<file path="src/hdl/bmd_pkg.sv">
`default_nettype none
package bmd_pkg;

    localparam int PIX_W      = 8;
    localparam int WIDTH_W    = 12;
    localparam int HEIGHT_W   = 16;
    localparam int ROW_W      = 17;
    localparam int SUM_W      = 16;
    localparam int CFG_IDX_W  = 4;
    localparam int CFG_DATA_W = 16;

    localparam logic [CFG_IDX_W-1:0] CFG_IMAGE_WIDTH  = 4'd0;
    localparam logic [CFG_IDX_W-1:0] CFG_IMAGE_HEIGHT = 4'd1;

    localparam logic [WIDTH_W-1:0]  WIDTH_RESET  = 12'd390;
    localparam logic [HEIGHT_W-1:0] HEIGHT_RESET = 16'd300;

    // bayer site of the output pixel, grbg mosaic
    typedef enum logic [1:0] {
        SITE_GR = 2'd0,
        SITE_R  = 2'd1,
        SITE_B  = 2'd2,
        SITE_GB = 2'd3
    } t_site;

    typedef logic [24:0][PIX_W-1:0] t_patch;
    typedef logic signed [SUM_W-1:0] t_sum;

    typedef struct packed {
        t_patch patch;
        t_site  site;
        logic   eor;
        logic   eof;
    } t_item;

    function automatic t_sum px(input t_patch p, input int unsigned i);
        return $signed({8'd0, p[i]});
    endfunction

    // kernels held times two
    function automatic t_sum k_cross(input t_patch p);
        return t_sum'(4 * (px(p, 7) + px(p, 11) + px(p, 13) + px(p, 17))
                    - 2 * (px(p, 2) + px(p, 10) + px(p, 14) + px(p, 22))
                    + 8 * px(p, 12));
    endfunction

    function automatic t_sum k_horiz(input t_patch p);
        return t_sum'((px(p, 2) + px(p, 22))
                    - 2 * (px(p, 6) + px(p, 8) + px(p, 16) + px(p, 18)
                           + px(p, 10) + px(p, 14))
                    + 8 * (px(p, 11) + px(p, 13)) + 10 * px(p, 12));
    endfunction

    function automatic t_sum k_vert(input t_patch p);
        return t_sum'((px(p, 10) + px(p, 14))
                    - 2 * (px(p, 6) + px(p, 8) + px(p, 16) + px(p, 18)
                           + px(p, 2) + px(p, 22))
                    + 8 * (px(p, 7) + px(p, 17)) + 10 * px(p, 12));
    endfunction

    function automatic t_sum k_diag(input t_patch p);
        return t_sum'(4 * (px(p, 6) + px(p, 8) + px(p, 16) + px(p, 18))
                    - 3 * (px(p, 2) + px(p, 10) + px(p, 14) + px(p, 22))
                    + 12 * px(p, 12));
    endfunction

    // divide by 16 toward zero, then clamp to 0..255
    function automatic logic [PIX_W-1:0] clamp(input t_sum s);
        logic [PIX_W-1:0] res;
        if (s < 0) begin
            res = '0;
        end else if (s[SUM_W-1:12] != '0) begin
            res = 8'hff;
        end else begin
            res = s[11:4];
        end
        return res;
    endfunction

endpackage
`default_nettype wire

</file>
<file path="src/hdl/bmd_intf.sv">
`default_nettype none


interface bmd_rgb_if;
    logic                      valid;
    logic                      ready;
    logic [bmd_pkg::PIX_W-1:0] red;
    logic [bmd_pkg::PIX_W-1:0] green;
    logic [bmd_pkg::PIX_W-1:0] blue;
    logic                      end_of_row;
    logic                      end_of_frame;
    modport source (output valid, output red, output green, output blue,
                    output end_of_row, output end_of_frame, input ready);
    modport sink   (input valid, input red, input green, input blue,
                    input end_of_row, input end_of_frame, output ready);
endinterface

`default_nettype wire

</file>
<file path="src/hdl/bmd_back.sv">
`default_nettype none
module bmd_back (
    input  wire logic            i_clk,
    input  wire logic            i_rst_n,
    input  wire logic            i_valid,
    input  wire bmd_pkg::t_item  i_item,
    output logic                 o_pop,
    bmd_rgb_if.source            o_rgb
);

    logic                      r_a_v;
    bmd_pkg::t_sum             r_a_cross;
    bmd_pkg::t_sum             r_a_horiz;
    bmd_pkg::t_sum             r_a_vert;
    bmd_pkg::t_sum             r_a_diag;
    logic [bmd_pkg::PIX_W-1:0] r_a_ctr;
    bmd_pkg::t_site            r_a_site;
    logic                      r_a_eor;
    logic                      r_a_eof;

    logic                      r_b_v;
    logic [bmd_pkg::PIX_W-1:0] r_b_red;
    logic [bmd_pkg::PIX_W-1:0] r_b_green;
    logic [bmd_pkg::PIX_W-1:0] r_b_blue;
    logic                      r_b_eor;
    logic                      r_b_eof;

    logic [bmd_pkg::PIX_W-1:0] n_red;
    logic [bmd_pkg::PIX_W-1:0] n_green;
    logic [bmd_pkg::PIX_W-1:0] n_blue;
    logic                      b_ready;
    logic                      a_ready;
    logic                      a_move;

    assign b_ready = !r_b_v || o_rgb.ready;
    assign a_ready = !r_a_v || b_ready;
    assign o_pop   = i_valid && a_ready;
    assign a_move  = r_a_v && b_ready;

    always_comb begin
        case (r_a_site)
            bmd_pkg::SITE_GR: begin
                n_red   = bmd_pkg::clamp(r_a_horiz);
                n_green = r_a_ctr;
                n_blue  = bmd_pkg::clamp(r_a_vert);
            end
            bmd_pkg::SITE_R: begin
                n_red   = r_a_ctr;
                n_green = bmd_pkg::clamp(r_a_cross);
                n_blue  = bmd_pkg::clamp(r_a_diag);
            end
            bmd_pkg::SITE_B: begin
                n_red   = bmd_pkg::clamp(r_a_diag);
                n_green = bmd_pkg::clamp(r_a_cross);
                n_blue  = r_a_ctr;
            end
            default: begin
                n_red   = bmd_pkg::clamp(r_a_vert);
                n_green = r_a_ctr;
                n_blue  = bmd_pkg::clamp(r_a_horiz);
            end
        endcase
    end

    always_ff @(posedge i_clk) begin
        if (!i_rst_n) begin
            r_a_v <= 1'b0;
            r_b_v <= 1'b0;
        end else begin
            if (a_ready) begin
                r_a_v <= i_valid;
            end
            if (b_ready) begin
                r_b_v <= r_a_v;
            end
        end
    end

    always_ff @(posedge i_clk) begin
        if (o_pop) begin
            r_a_cross <= bmd_pkg::k_cross(i_item.patch);
            r_a_horiz <= bmd_pkg::k_horiz(i_item.patch);
            r_a_vert  <= bmd_pkg::k_vert(i_item.patch);
            r_a_diag  <= bmd_pkg::k_diag(i_item.patch);
            r_a_ctr   <= i_item.patch[12];
            r_a_site  <= i_item.site;
            r_a_eor   <= i_item.eor;
            r_a_eof   <= i_item.eof;
        end
        if (a_move) begin
            r_b_red   <= n_red;
            r_b_green <= n_green;
            r_b_blue  <= n_blue;
            r_b_eor   <= r_a_eor;
            r_b_eof   <= r_a_eof;
        end
    end

    assign o_rgb.valid        = r_b_v;
    assign o_rgb.red          = r_b_red;
    assign o_rgb.green        = r_b_green;
    assign o_rgb.blue         = r_b_blue;
    assign o_rgb.end_of_row   = r_b_eor;
    assign o_rgb.end_of_frame = r_b_eof;

endmodule
`default_nettype wire

</file>
<file path="src/flat_wrapper.sv">
// flat-port wrapper written by rule: the top's interface ports become plain ports
module bmd_back_flat 
  (i_clk, i_rst_n, i_valid, i_item, o_pop, o_rgb_valid, o_rgb_red, o_rgb_green, o_rgb_blue, o_rgb_end_of_row, o_rgb_end_of_frame, o_rgb_ready);
  bmd_rgb_if o_rgb_i ();
  input  wire logic i_clk;
  input  wire logic i_rst_n;
  input  wire logic i_valid;
  input  wire bmd_pkg::t_item i_item;
  output logic o_pop;
  output wire logic [$bits(o_rgb_i.valid)-1:0] o_rgb_valid;
  output wire logic [$bits(o_rgb_i.red)-1:0] o_rgb_red;
  output wire logic [$bits(o_rgb_i.green)-1:0] o_rgb_green;
  output wire logic [$bits(o_rgb_i.blue)-1:0] o_rgb_blue;
  output wire logic [$bits(o_rgb_i.end_of_row)-1:0] o_rgb_end_of_row;
  output wire logic [$bits(o_rgb_i.end_of_frame)-1:0] o_rgb_end_of_frame;
  input wire logic [$bits(o_rgb_i.ready)-1:0] o_rgb_ready;
  assign o_rgb_valid = o_rgb_i.valid;
  assign o_rgb_red = o_rgb_i.red;
  assign o_rgb_green = o_rgb_i.green;
  assign o_rgb_blue = o_rgb_i.blue;
  assign o_rgb_end_of_row = o_rgb_i.end_of_row;
  assign o_rgb_end_of_frame = o_rgb_i.end_of_frame;
  assign o_rgb_i.ready = o_rgb_ready;
  bmd_back u_core (.i_clk(i_clk), .i_rst_n(i_rst_n), .i_valid(i_valid), .i_item(i_item), .o_pop(o_pop), .o_rgb(o_rgb_i));
endmodule
</file>
<file path="config.mk">
export PLATFORM = sky130hd
export DESIGN_NAME = bmd_back_flat
export DESIGN_NICKNAME = d
export VERILOG_FILES = /design/src/hdl/bmd_pkg.sv /design/src/hdl/bmd_intf.sv /design/src/hdl/bmd_back.sv /design/src/flat_wrapper.sv
export SDC_FILE = /design/constraint.sdc
export NUM_CORES = 1
export LEC_CHECK = 0
export ABC_AREA = 1
export BUFFER_PORTS_ARGS = -buffer_cell sky130_fd_sc_hd__buf_2
export CAP_MARGIN = 0
export CORE_ASPECT_RATIO = 0.8
export CORE_MARGIN = 8
export CORE_UTILIZATION = 45
export CTS_CLUSTER_DIAMETER = 30
export DETAILED_ROUTE_END_ITERATION = 6
export PLACE_DENSITY = 0.67
export SYNTH_ARGS = -nofsm -noshare
export SYNTH_HDL_FRONTEND = slang
export SYNTH_SLANG_ARGS = --single-unit
export TNS_END_PERCENT = 1
</file>
<file path="constraint.sdc">
create_clock -name i_clk -period 8.9 [get_ports i_clk]
set_clock_uncertainty 0.1 [all_clocks]
set_input_delay 0.445 -clock i_clk [delete_from_list [all_inputs] [get_ports i_clk]]
set_output_delay 0.445 -clock i_clk [all_outputs]
set_load 0.02 [all_outputs]
</file>
==> metrics.cfg <==
[run_status]
status = finished clean

[yosys]
syn_area_um2 = 12890
ys_top_cells_by_area = edfxtp_1 (20%), ha_1 (18%), fa_1 (18%), inv_1 (12%), nand2_1 (6.0%)
synth_compound_area_share_pct = 12.19
synth_area_per_cell_um2 = 8.288
synth_top_family_by_area = adder cells
syn_nets = 2065
seq_area_frac_synth_pct = 20.35
ys.warnings.count = 0
syn_inst = 1555
ys_ff_latch = 88
yosys.area_share.simple_pct = 11.06
yosys.area.top_type = edfxtp_1
synth-adder-area-share_pct = 36.02
synth-xor-area-share_pct = 7.951
synth_cell_types = 39
yosysTopAreaCellShare_pct = 20.04
yosys-mux-area-fraction_pct = 0

[setup_path]
rrSetupSlack_ns = 6.85
reg2reg_to = u_core.o_rgb.red[4]
max_stage_delay_ns = 0.62
crit_family = adder cells
worstPathMaxFanout = 4
cp_slowest_cell = xnor2_1
crit_cells = 34
crit_buf_inv = 8
crit_required_ns = 8.86
cp_common_cell = nand2_1
r2r_cells = 5
rr_startpoint = u_core.r_a_site[0]
arrival_ns = 7.27
start_kind = primary input
critical_path_class = in2reg
end_kind = flop

[die]
initial_core_util_pct = 45.68
ios = 236
die_h_um = 167.4
row_count = 55
dieArea_um2 = 34350
fp.coreArea_um2 = 28210
die_w_um = 205.2

[sta]
finalHoldViolations = 0
fin_crit_ns = 7.318
slew_viol_final = 0
slew_headroom_pct = 45.95
rsz0062_at_grt = false
fin_crit_sh_pct = 82.22
tns_ns = 0
fmax_mhz = 136.7
tightest_slew_ns = 0.8099
setup_viol = 0

[run]
drv_cap = 0

[detailed_routing]
ant_nets = 0
viasPerCell = 4.991
vias = 10350
drc_errors = 0
wl_per_cell_um = 15.21
drtIter0Drc = 579
drt_wl_total_um = 31530
firstDrtPassIters = 5

[final_layout]
areaGrowthSynthToFinish_pct = 11.11
drive_gt1_share_pct = 9.865
nets = 2208
final_common_cell = inv_1
layout_common_cells = inv_1 (416), nand2_1 (206), ha_1 (187)
n_antenna_cell = 0

[clocking]
clkSlewWorstSetupHoldPaths_ns = 0.06
root_buffer = clkbuf_16
clock_path_buffers = 2
cts_hold_buf = 0
cts_buffers = 9
cts_tree = yes
ctsResizeCount = 0
postCtsSetupBuffers = 0
clock-sinks = 88
htreeDepth = 3
clock_latency_ns = 0.33

[hold_path]
min_path_cells = 1
hp-class = in2reg
hold_end = u_core.r_a_site[1]
hold_start = i_item[3]

[grt]
grt_overflow = 0
grt_pass1_vias = 10420
antenna_found_initial = 0
grt_pass1_wl_um = 51150
track_usage_pct = 18.43
grt_start_max_net_pins = 62

[place]
port_buffers = 139
dpl.hpwl_um = 28000
place_congestion = 0.9185

[Yosys cell counts]
cell       number
o21ai_1         2
a22oi_1         1
nor2_4          1
o22ai_1        32
nor4_1          3
nand3_1        44
inv_2           1
nand3_2         2
dfxtp_1         2
ha_1          187
o31ai_1         1
nor2_1         58
o21ai_0        64
a31oi_1         2
o21a_1          4
o21bai_1       16
o2111ai_1       2
nor3_1          5
or2_1           1
fa_1          115
or2_2           2
nand2_1       206
clkbuf_1        9
a21boi_0        2
o21ai_2         1
o311ai_0        5
a31o_2          1
o211ai_1        5
inv_1         417
nand2_2         4
or4_1           1
xor2_1         77
a21oi_1       134
nand4_1        14
edfxtp_1       86
a21oi_2         1
a211oi_1        1
a21o_1          6
xnor2_1        40
[routing by layer]
layer  routed length [µm]  share of wire, %  up-vias  track usage (%)
met5                    0                 0        -                0
met4                  531               1.7        0            3.818
met3                 1754               5.6       33            3.163
met1                15410                49     4794            26.01
met2                13830                44      273            29.27
li1                     -                 -     5247                -
[registers in the layout (all words and copies together), names as in the netlist, 2 cells and up]
register / count
u_core.o_rgb.blue: 8
u_core.o_rgb.green: 8
u_core.o_rgb.red: 8
u_core.r_a_cross: 12
u_core.r_a_ctr: 8
u_core.r_a_diag: 12
u_core.r_a_horiz: 12
u_core.r_a_site: 2
u_core.r_a_vert: 12
[worst max-delay path by stage]
stage	slack, ns	endpoint	from
floorplan	2.28	u_core.r_a_horiz[13]	i_item[53]
global placement	1.43	u_core.r_a_horiz[13]	i_item[53]
detailed placement	1.31	u_core.r_a_vert[13]	i_item[53]
CTS	1.67	u_core.r_a_vert[13]	i_item[53]
global route	1.10	u_core.r_a_vert[13]	i_item[53]
finish	1.58	u_core.r_a_vert[13]	i_item[53]
[layout make-up]
cell class,count,area [µm²]
Clock buffer,10,229.0
Sequential cell,88,2623
Multi-Input combinational cell,1040,8667
Fill cell,2743,13890
Inverter,418,1569
Tap cell,370,462.9
Clock inverter,6,58.81
Timing Repair Buffer,141,710.7
[logic make-up (layout without fill, tap and decap cells)]
| group | Yosys count | in the layout |
|---|---|---|
| AOI/OAI and AO/OA | 280 | 280 |
| buffers and inverters | 427 | 575 |
| and+or+nand+nor | 341 | 341 |
| xor gates and xnor gates | 117 | 117 |
| adders and majority gates | 302 | 302 |
| DFF | 88 | 88 |
[worst register-to-register path: stages, from the launching register on]
cell and delay (ns):
edfxtp_1 0.42, ha_1 0.22, inv_1 0.59, o21ai_0 0.19, o22ai_1 0.21, inv_1 0.08
[through the flow]
step | hold WS [ns] | util, % | cell area [µm²] | instances | setup WS [ns]
2_1_floorplan | 0.3003 | - | 12890 | 1555 | 2.275
3_3_place_gp | 0.3064 | 49.73 | 14030 | 2057 | 1.433
3_5_place_dp | 0.3057 | 49.73 | 14030 | 2057 | 1.309
4_1_cts | 0.1661 | 50.75 | 14320 | 2073 | 1.666
5_1_grt | 0.1621 | 50.75 | 14320 | 2073 | 1.096
6_report | 0.1849 | 50.75 | 14320 | 2073 | 1.582
Power is not shown: default switching activity piles up to over one toggle a cycle in this logic, so the estimate is an artifact.
