[config.mk]
export PLATFORM = sky130hd
export DESIGN_NAME = bmd_queue
export DESIGN_NICKNAME = d
export VERILOG_FILES = /design/src/hdl/bmd_pkg.sv /design/src/hdl/bmd_queue.sv
export SDC_FILE = /design/constraint.sdc
export NUM_CORES = 1
export LEC_CHECK = 0
export ABC_AREA = 1
export ABC_CLOCK_PERIOD_IN_PS = 12600
export BUFFER_PORTS_ARGS = -buffer_cell sky130_fd_sc_hd__buf_4
export CORE_ASPECT_RATIO = 0.7
export CORE_MARGIN = 1
export CORE_UTILIZATION = 53
export CTS_CLUSTER_DIAMETER = 30
export DETAILED_ROUTE_END_ITERATION = 10
export PLACE_DENSITY = 0.8
export SLEW_MARGIN = 30
export SYNTH_ARGS = -nofsm -noshare
export SYNTH_HDL_FRONTEND = slang
export SYNTH_SLANG_ARGS = --single-unit
[constraint.sdc]
create_clock -name i_clk -period 12.6 [get_ports i_clk]
set_input_delay 0 -clock i_clk [delete_from_list [all_inputs] [get_ports i_clk]]
set_output_delay 0 -clock i_clk [all_outputs]
set_load 0.05 [all_outputs]
[src/hdl/bmd_pkg.sv]
`default_nettype none
package bmd_pkg;

    localparam int PIX_W      = 8;
    localparam int WIDTH_W    = 12;
    localparam int HEIGHT_W   = 16;
    localparam int ROW_W      = 17;
    localparam int SUM_W      = 16;
    localparam int CFG_IDX_W  = 4;
    localparam int CFG_DATA_W = 16;

    localparam logic [CFG_IDX_W-1:0] CFG_IMAGE_WIDTH  = 4'd0;
    localparam logic [CFG_IDX_W-1:0] CFG_IMAGE_HEIGHT = 4'd1;

    localparam logic [WIDTH_W-1:0]  WIDTH_RESET  = 12'd390;
    localparam logic [HEIGHT_W-1:0] HEIGHT_RESET = 16'd300;

    // bayer site of the output pixel, grbg mosaic
    typedef enum logic [1:0] {
        SITE_GR = 2'd0,
        SITE_R  = 2'd1,
        SITE_B  = 2'd2,
        SITE_GB = 2'd3
    } t_site;

    typedef logic [24:0][PIX_W-1:0] t_patch;
    typedef logic signed [SUM_W-1:0] t_sum;

    typedef struct packed {
        t_patch patch;
        t_site  site;
        logic   eor;
        logic   eof;
    } t_item;

    function automatic t_sum px(input t_patch p, input int unsigned i);
        return $signed({8'd0, p[i]});
    endfunction

    // kernels held times two
    function automatic t_sum k_cross(input t_patch p);
        return t_sum'(4 * (px(p, 7) + px(p, 11) + px(p, 13) + px(p, 17))
                    - 2 * (px(p, 2) + px(p, 10) + px(p, 14) + px(p, 22))
                    + 8 * px(p, 12));
    endfunction

    function automatic t_sum k_horiz(input t_patch p);
        return t_sum'((px(p, 2) + px(p, 22))
                    - 2 * (px(p, 6) + px(p, 8) + px(p, 16) + px(p, 18)
                           + px(p, 10) + px(p, 14))
                    + 8 * (px(p, 11) + px(p, 13)) + 10 * px(p, 12));
    endfunction

    function automatic t_sum k_vert(input t_patch p);
        return t_sum'((px(p, 10) + px(p, 14))
                    - 2 * (px(p, 6) + px(p, 8) + px(p, 16) + px(p, 18)
                           + px(p, 2) + px(p, 22))
                    + 8 * (px(p, 7) + px(p, 17)) + 10 * px(p, 12));
    endfunction

    function automatic t_sum k_diag(input t_patch p);
        return t_sum'(4 * (px(p, 6) + px(p, 8) + px(p, 16) + px(p, 18))
                    - 3 * (px(p, 2) + px(p, 10) + px(p, 14) + px(p, 22))
                    + 12 * px(p, 12));
    endfunction

    // divide by 16 toward zero, then clamp to 0..255
    function automatic logic [PIX_W-1:0] clamp(input t_sum s);
        logic [PIX_W-1:0] res;
        if (s < 0) begin
            res = '0;
        end else if (s[SUM_W-1:12] != '0) begin
            res = 8'hff;
        end else begin
            res = s[11:4];
        end
        return res;
    endfunction

endpackage
`default_nettype wire

[src/hdl/bmd_queue.sv]
`default_nettype none
module bmd_queue (
    input  wire logic            i_clk,
    input  wire logic            i_rst_n,
    input  wire logic            i_push,
    input  wire bmd_pkg::t_item  i_item,
    output logic                 o_ready,
    output logic                 o_valid,
    output bmd_pkg::t_item       o_item,
    input  wire logic            i_pop
);

    bmd_pkg::t_item r_buf [2];
    logic           r_wp;
    logic           r_rp;
    logic [1:0]     r_cnt;
    logic           do_push;
    logic           do_pop;

    assign o_ready = r_cnt != 2'd2;
    assign o_valid = r_cnt != 2'd0;
    assign o_item  = r_buf[r_rp];
    assign do_push = i_push && o_ready;
    assign do_pop  = i_pop && o_valid;

    always_ff @(posedge i_clk) begin
        if (!i_rst_n) begin
            r_wp  <= 1'b0;
            r_rp  <= 1'b0;
            r_cnt <= 2'd0;
        end else begin
            if (do_push) begin
                r_wp <= !r_wp;
            end
            if (do_pop) begin
                r_rp <= !r_rp;
            end
            case ({do_push, do_pop})
                2'b10:   r_cnt <= r_cnt + 2'd1;
                2'b01:   r_cnt <= r_cnt - 2'd1;
                default: r_cnt <= r_cnt;
            endcase
        end
    end

    always_ff @(posedge i_clk) begin
        if (do_push) begin
            r_buf[r_wp] <= i_item;
        end
    end

endmodule
`default_nettype wire

==> summary by stage, run 1 <==
Outcome
The run finished with clean final reports.

Yosys
The cell count after synthesis came out at 671. Of the post-synthesis cell area, the dominant cell type holds 0.7844. After synthesis, the mean cell area works out to 23.28 sq um. After synthesis, the cell types taking the most area are sky130_fd_sc_hd__edfxtp_1 78%, sky130_fd_sc_hd__mux2_4 15%, sky130_fd_sc_hd__mux2_2 3.2%. The synthesized netlist occupies a cell area of 15620 sq um.

The distinct cell type count of the synthesized netlist is 15. Counting flops and latches in the post-synthesis netlist gives 413. The share of synthesized area occupied by flip-flops and latches is 0.7908. The largest total area in the synthesized netlist belongs to sky130_fd_sc_hd__edfxtp_1. The number of warnings issued by yosys is 0. When the netlist entered floorplanning its net count stood at 880.

Worst setup path
The slack of the worst reg-to-reg path is 9620 ps. On the critical path, the stage with the largest delay is an instance of sky130_fd_sc_hd__buf_4. Measured in cells, the most critical reg-to-reg path has a length of 7. STA classifies the critical path startpoint as a flip-flop. Data arrives at the worst endpoint at 3550 ps. In this run the critical register-to-register path is captured at r_buf[0][187]. The worst setup path is captured at an output port. For this run, the slowest stage of the critical path takes 820 ps. Traced cell by cell, the critical path runs through buf_4 -> buf_6 -> mux2_4 -> buf_4. Along the worst path, the maximum fanout reaches 62. The startpoint identified for the worst register-to-register timing path is r_cnt[0].

The most numerous cell type found on the critical path is sky130_fd_sc_hd__buf_4. The critical setup path kind is reg2out. The data required time at the worst endpoint is 12600 ps.

STA
The total negative slack is 0 ps. The post-layout minimum cycle time is 3546 ps. The hold violation total from the final report is 0. Setup repair after global routing left no endpoint under its margin. The final count of pins violating max slew came to 0. The relative slew slack is 0.3824. The maximum frequency from static timing analysis is 282.0 MHz. At the pin with the least slew margin, the transition time is 926.4 ps. The number of setup violations in the final report is 0.

The hold slack is 155.8 ps. Clock skew on the completed layout was measured at 18.44 ps. In the finished design, the share of the clock period the worst path needs comes to 0.2814.

Die
The boundary pin count is 414. The die boundary width is 207.2 microns. The die height is 145.6 microns.

The area of the die is 30170 sq um. The initial utilization of the core area, before any placement, comes to 0.5395. The initialized floorplan defines 52 standard-cell rows.

The total area inside the core boundary comes to 28950 sq um.

Min path
The worst hold path was traced through 2 stages. The launch instance of the worst min-delay path is i_item[164]. The path class of the tightest hold or removal check is in2reg. The worst hold path terminates at r_buf[0][164].

GRT
In the global route stage, overall resource usage came out at 0.2743. After global routing the overflow that remains totals 0. The first global-routing pass estimated 61600 microns of wire. Entering global routing, the biggest net connects 76 pins. The initial antenna violation count came to 3.

The number of global-route vias before repair is 10004.

Placement
The weighted congestion at the end of routability-driven global placement is 0.8910. Detailed placement ended at an HPWL of 23450 microns. The number of buffers added on ports is 413.

Routing
Summed over all layers, the routed wires come to 42000 microns. Dividing the detail-routed wire length by the instance count gives 23.78 microns. The per-cell via count in the routed design is 5.226. For this block, the initial DRC count from the detailed router was 658.

The iteration count of the initial detailed-routing pass is 5. The total number of vias is 9229. The detail route stage leaves a number of antenna-violating nets equal to 0.

The detailed-route DRC error count is 0.

Layout
In the final layout, the multi-input gates occupy 3029 sq um. Of the cells placed in the final design, the portion with a size suffix greater than 1 is 0.5274. The library cell used most frequently in the layout, excluding fill and tap cells, is sky130_fd_sc_hd__buf_4. Across the whole layout, storage elements account for 12360 sq um.

Leaving out fill and tap cells, the most frequent cells in the layout are 419 x sky130_fd_sc_hd__buf_4, 408 x sky130_fd_sc_hd__edfxtp_1, 207 x sky130_fd_sc_hd__dlygate4sd3_1. The post-synthesis to final-layout area growth is 48.59%. The filler cells instantiated in the layout total 1355. The net count of the finished layout is 1548.

Clocking
Clock latency on the worst-skew pair, taken at its later pin, is 570 ps. The tree is rooted in a sky130_fd_sc_hd__clkbuf_16. The depth of the CTS H-tree is 2. After clock tree synthesis, the clock-pin slew on the worst setup and hold paths is 60 ps. The sink count of the clock tree is 413.

TritonCTS built the clock tree. The post-cts sizing count is 0. The TritonCTS buffer count is 58.

The maximum root-to-sink buffer count is 3.

Pwr
The worst-case IR drop observed on VDD is 0.0001346 V. The leakage dissipation is 9.136 nW. The power per standard cell area is 206.7 nW/um^2.

Flow run
The number of maximum-capacitance violations is 0.
per-layer routing:
layer | share of wire | global-route usage
met2 | 0.52 | 0.4880
met3 | 0.082 | 0.08071
met1 | 0.38 | 0.3266
met4 | 0.020 | 0.07351
met5 | 0.00031 | 0
what timing repair did:
item | CTS | global route
hold buffers | 207 | 0
setup buffers | 0 | 0
hold endpoints to repair | 413 | 0
worst max-delay path by stage:
stage	start	end	slack (ps)
floorplan	r_cnt[0]	r_buf[1][0]	2320
global placement	flip-flop	o_item[125]	9450
detailed placement	flip-flop	o_item[122]	9380
CTS	flip-flop	o_item[122]	8780
global route	flip-flop	o_item[66]	8940
finish	flip-flop	o_item[107]	9050
where the power goes:
group | switching [mW] | internal (mW) | total [mW]
Combinational | 0.859 | 0.504 | 1.36
Clock | 0.633 | 1.05 | 1.68
Sequential | 0.0647 | 1.69 | 1.75
synthesized netlist by cell type (all sizes together):
| master | instances |
|---|---|
| edfxtp | 408 |
| mux2 | 204 |
| buf | 23 |
| nand2 | 10 |
| nor2 | 10 |
| dfxtp | 5 |
| inv | 5 |
| a21oi | 1 |
| ha | 1 |
| nand3 | 1 |
| nand4 | 1 |
| o21a | 1 |
| o21ai | 1 |
layout make-up:
class	count	share of cell area
well taps	378	0.02038
flip-flops and latches	413	0.5324
clock inverters	45	0.02291
diodes	2	0.0002157
clock buffers	62	0.06410
multi-input cells	230	0.1305
inverters	5	0.0008087
repair buffers	631	0.2286
critical path, delay by kind of cell (launching register included):
family / cells / cell delay [ps]
buffers and inverters: 3 / 1680
multiplexers: 1 / 370
flip-flops: 1 / 780
stage by stage:
| step | instances | utilization | setup WS [ps] | cell area [sq um] | power, mW |
|---|---|---|---|---|---|
| after floorplan | 671 | - | 2321 | 15620 | 2.749 |
| after global placement | 1448 | 0.6578 | 9447 | 19040 | 3.027 |
| after detailed placement | 1450 | 0.6598 | 9381 | 19100 | 3.054 |
| after CTS | 1764 | 0.8011 | 8778 | 23190 | 4.770 |
| after global routing | 1766 | 0.8016 | 8943 | 23210 | 4.919 |
| final | 1766 | 0.8016 | 9054 | 23210 | 4.798 |
cells by family (layout without fill, tap and decap cells):
logic type                 count (synthesis)  in the layout  share of synthesized area
adders and majority gates                  1              1                  0.0008010
AOI/OAI and AO/OA                          3              3                   0.001121
muxes                                    204            204                     0.1855
buffers and inverters                     28            743                    0.01618
other                                      0              2                          0
DFF                                      413            413                     0.7908
and+or+nand+nor                           22             22                   0.005528
flip-flops by register name (all words and copies together) (netlist names), named ones only:
name / cells
r_buf: 408
r_wp: 1
r_cnt: 2
r_rp: 1
Power figures use the tool's default switching activity.
==> run 2, diff against run 1 <==
--- a/config.mk
+++ b/config.mk
@@ -6,7 +6,7 @@
 export NUM_CORES = 1
 export LEC_CHECK = 0
 export ABC_AREA = 1
-export ABC_CLOCK_PERIOD_IN_PS = 12600
+export ABC_CLOCK_PERIOD_IN_PS = 3500
 export BUFFER_PORTS_ARGS = -buffer_cell sky130_fd_sc_hd__buf_4
 export CORE_ASPECT_RATIO = 0.7
 export CORE_MARGIN = 1
==> constraint.sdc (replaced) <==
create_clock -name i_clk -period 3.5 [get_ports i_clk]
set_input_delay 0 -clock i_clk [delete_from_list [all_inputs] [get_ports i_clk]]
set_output_delay 0 -clock i_clk [all_outputs]
set_load 0.05 [all_outputs]
==> summary by stage, run 2 (synthesis results as in run 1) <==
Outcome
Outcome: completed (unchanged).

Die
The area of the placeable core came to 28950 sq um (unchanged). The boundary pin count is 414 (unchanged). The die height is 145.6 microns (unchanged). The die boundary width is 207.2 microns (unchanged). The row count is 52 (unchanged). The area of the die is 30170 sq um (unchanged).

The initial cell density of the core came to 0.5395 (unchanged).

STA
The relative slew slack is 0.5739 (was 0.3824). The final count of pins violating max slew came to 0 (unchanged). RSZ-0062 raised after global routing: false (unchanged). The hold slack is 164.2 ps (was 155.8 ps). The routed design could run at a clock period as short as 2314 ps. The worst-margin pin slew is 637.6 ps (was 926.4 ps).

The period utilization is 0.6613. The worst-case clock skew came to 11.85 ps (was 18.44 ps). The hold violation total from the final report was 0 (unchanged).

The number of setup violations in the final report was 0 (unchanged). Based on the critical path, the design can be clocked at up to 432.1 MHz.

Routing
The iteration count of the initial detailed-routing pass is 5 (unchanged). The post-detailed-route wirelength per cell came to 23.38 microns (was 23.78 microns). The routed wire length is 41500 microns (was 42000 microns).

The count of antenna-violating nets left after detailed routing is 0 (unchanged). The total number of vias is 9288 (was 9229). The detailed-route DRC error count is 0 (unchanged).

The per-cell via count in the routed design is 5.233 (was 5.226). The iteration-0 DRC count of the detailed router is 681 (was 658).

Placement
The number of buffers added on ports is 413 (unchanged). The weighted congestion at the end of routability-driven global placement is 0.7893 (was 0.8910). The HPWL after detailed placement is 22020 microns (was 23450 microns).

Clocking
The maximum root-to-sink buffer count is 3 (unchanged). The sink count of the clock tree is 413 (unchanged). The depth of the CTS H-tree came to 2 (unchanged). The TritonCTS buffer count is 57 (was 58). The later-pin clock latency in the skew report was 560 ps (was 570 ps). The clock tree from TritonCTS is built (unchanged). The buffer type at the clock tree root is sky130_fd_sc_hd__clkbuf_16 (unchanged). The clock transition at the register clock pins on the worst setup and hold paths after CTS was 60 ps (about the same). The number of setup buffers added after CTS is 0 (unchanged).

Worst setup path
The data required time at the worst endpoint is 3500 ps (was 12600 ps). The worst flop-to-flop path startpoint is r_cnt[1] (was r_cnt[0]). The slack of the worst reg-to-reg path was 1320 ps (was 9620 ps). The end of the worst register-to-register path was r_wp (was r_buf[0][187]). The type of element launching the critical path is a flip-flop (unchanged). The depth of the worst register-to-register path came to 7 (unchanged). The arrival time reported for the critical path endpoint came to 2310 ps (was 3550 ps). The maximum fanout along the worst path is 31 (was 62).

The category of the worst setup path capture point is an output port (unchanged). The destination of the critical timing path is o_item[121] (was o_item[107]). The critical setup path kind is reg2out (unchanged).

Layout
Largest registers: r_buf: 408 flops, r_cnt: 2 flops (unchanged). The most common library cell in the layout ignoring fill and taps is sky130_fd_sc_hd__buf_4 (unchanged). Most frequent cells in the layout: 420 x sky130_fd_sc_hd__buf_4, 408 x sky130_fd_sc_hd__edfxtp_1, 210 x sky130_fd_sc_hd__dlygate4sd3_1 (was 419 x sky130_fd_sc_hd__buf_4, 408 x sky130_fd_sc_hd__edfxtp_1, 207 x sky130_fd_sc_hd__dlygate4sd3_1). The post-synthesis to final-layout area growth is 49.19% (was 48.59%). The register bank with the most flops is r_buf (unchanged). The final core area utilization is 0.8048 (was 0.8016). The ratio of cells with drive above 1 in the final layout is 0.5276 (was 0.5274).

The flip-flop count of the largest register, all copies and words added is 408 (unchanged). The total number of nets in the final design is 1554 (was 1548).

Pwr
The power per standard cell area is 737.1 nW/um^2 (was 206.7 nW/um^2). The leakage dissipation is 9.169 nW (was 9.136 nW). The total power draw was 17.18 mW (was 4.798 mW).

The highest ir drop seen on vdd is 0.0005442 V (was 0.0001346 V).

GRT
The number of global-route vias before repair is 10170 (was 10004). The initial antenna violation count is 5 (was 3). The sum of overflow across all layers after global routing is 0 (unchanged). The wire length of the first global-routing pass is 61310 microns (was 61600 microns).

The pin count of the biggest net entering global routing was 98 (was 76). The total routing usage reported by global routing is 0.2732 (was 0.2743).

Flow run
The number of maximum-capacitance violations is 0 (unchanged).

Min path
The type of the worst min-delay path was in2reg (unchanged).
==> run 2: cell count changes in the layout (fill, tap and decap cells not counted), moves of 2 or more <==
cell	previous run	this run
sky130_fd_sc_hd__buf_12	0	8
sky130_fd_sc_hd__buf_16	2	0
sky130_fd_sc_hd__buf_6	3	0
sky130_fd_sc_hd__bufinv_16	9	7
sky130_fd_sc_hd__clkinv_1	4	7
sky130_fd_sc_hd__clkinv_4	6	9
sky130_fd_sc_hd__clkinvlp_4	8	5
sky130_fd_sc_hd__diode_2	2	4
sky130_fd_sc_hd__dlygate4sd3_1	207	210
sky130_fd_sc_hd__nand2_1	10	8
sky130_fd_sc_hd__nand2_8	0	2
==> run 2: stage by stage <==
stage / std cells / worst slack, ps / setup TNS [ps] / instance area (sq um)
floorplan: 671 / -561.8 / -224260 / 15670
global placement: 1454 / 1577 / 0 / 19230
detailed placement: 1454 / 1547 / 0 / 19230
CTS: 1771 / 1186 / 0 / 23290
global route: 1775 / 1117 / 0 / 23300
finish: 1775 / 1186 / 0 / 23300
==> run 2: layer usage <==
metal  vias up  track usage  part of all wire
li1       4037            -                 -
met1      4724       0.3190              0.36
met2       454       0.4919              0.53
met3        71      0.07833             0.082
met4         2      0.07910             0.023
met5         -            0           0.00031
==> run 2: what timing repair did <==
action | CTS | global route
endpoints found under the hold margin | 438 | 0
hold buffers | 210 | 0
resized for setup | 0 | 0
==> run 2: critical path: stages, from the launching register on <==
cell and delay [ps]:
sky130_fd_sc_hd__dfxtp_4 600, sky130_fd_sc_hd__buf_12 300, sky130_fd_sc_hd__buf_12 260, sky130_fd_sc_hd__mux2_4 330
sky130_fd_sc_hd__buf_4 200
==> run 2: worst min path at each step <==
stage / from / slack, ps / cells past startpoint / to
2_1_floorplan: i_item[0] / 100 / 0 / r_buf[0][0]
3_3_place_gp: i_item[194] / 190 / 1 / r_buf[0][194]
3_5_place_dp: i_item[39] / 190 / 1 / r_buf[0][39]
4_1_cts: i_item[34] / 150 / 2 / r_buf[1][34]
5_1_grt: i_item[35] / 150 / 2 / r_buf[0][35]
6_report: i_item[40] / 160 / 2 / r_buf[0][40]
==> run 2: cell type report <==
cell class	instances	area [sq um]
Clock buffer	63	1491
Tap cell	378	473.0
Inverter	5	21.27
Sequential cell	413	12360
Antenna cell	4	10.01
Multi-Input combinational cell	230	3062
Fill cell	1307	5650
Timing Repair Buffer	638	5415
Clock inverter	44	473.0
==> run 2: power by group <==
group	internal [mW]	switching (mW)
registers	6.07	0.202
logic	1.86	3.17
clock network	3.63	2.24
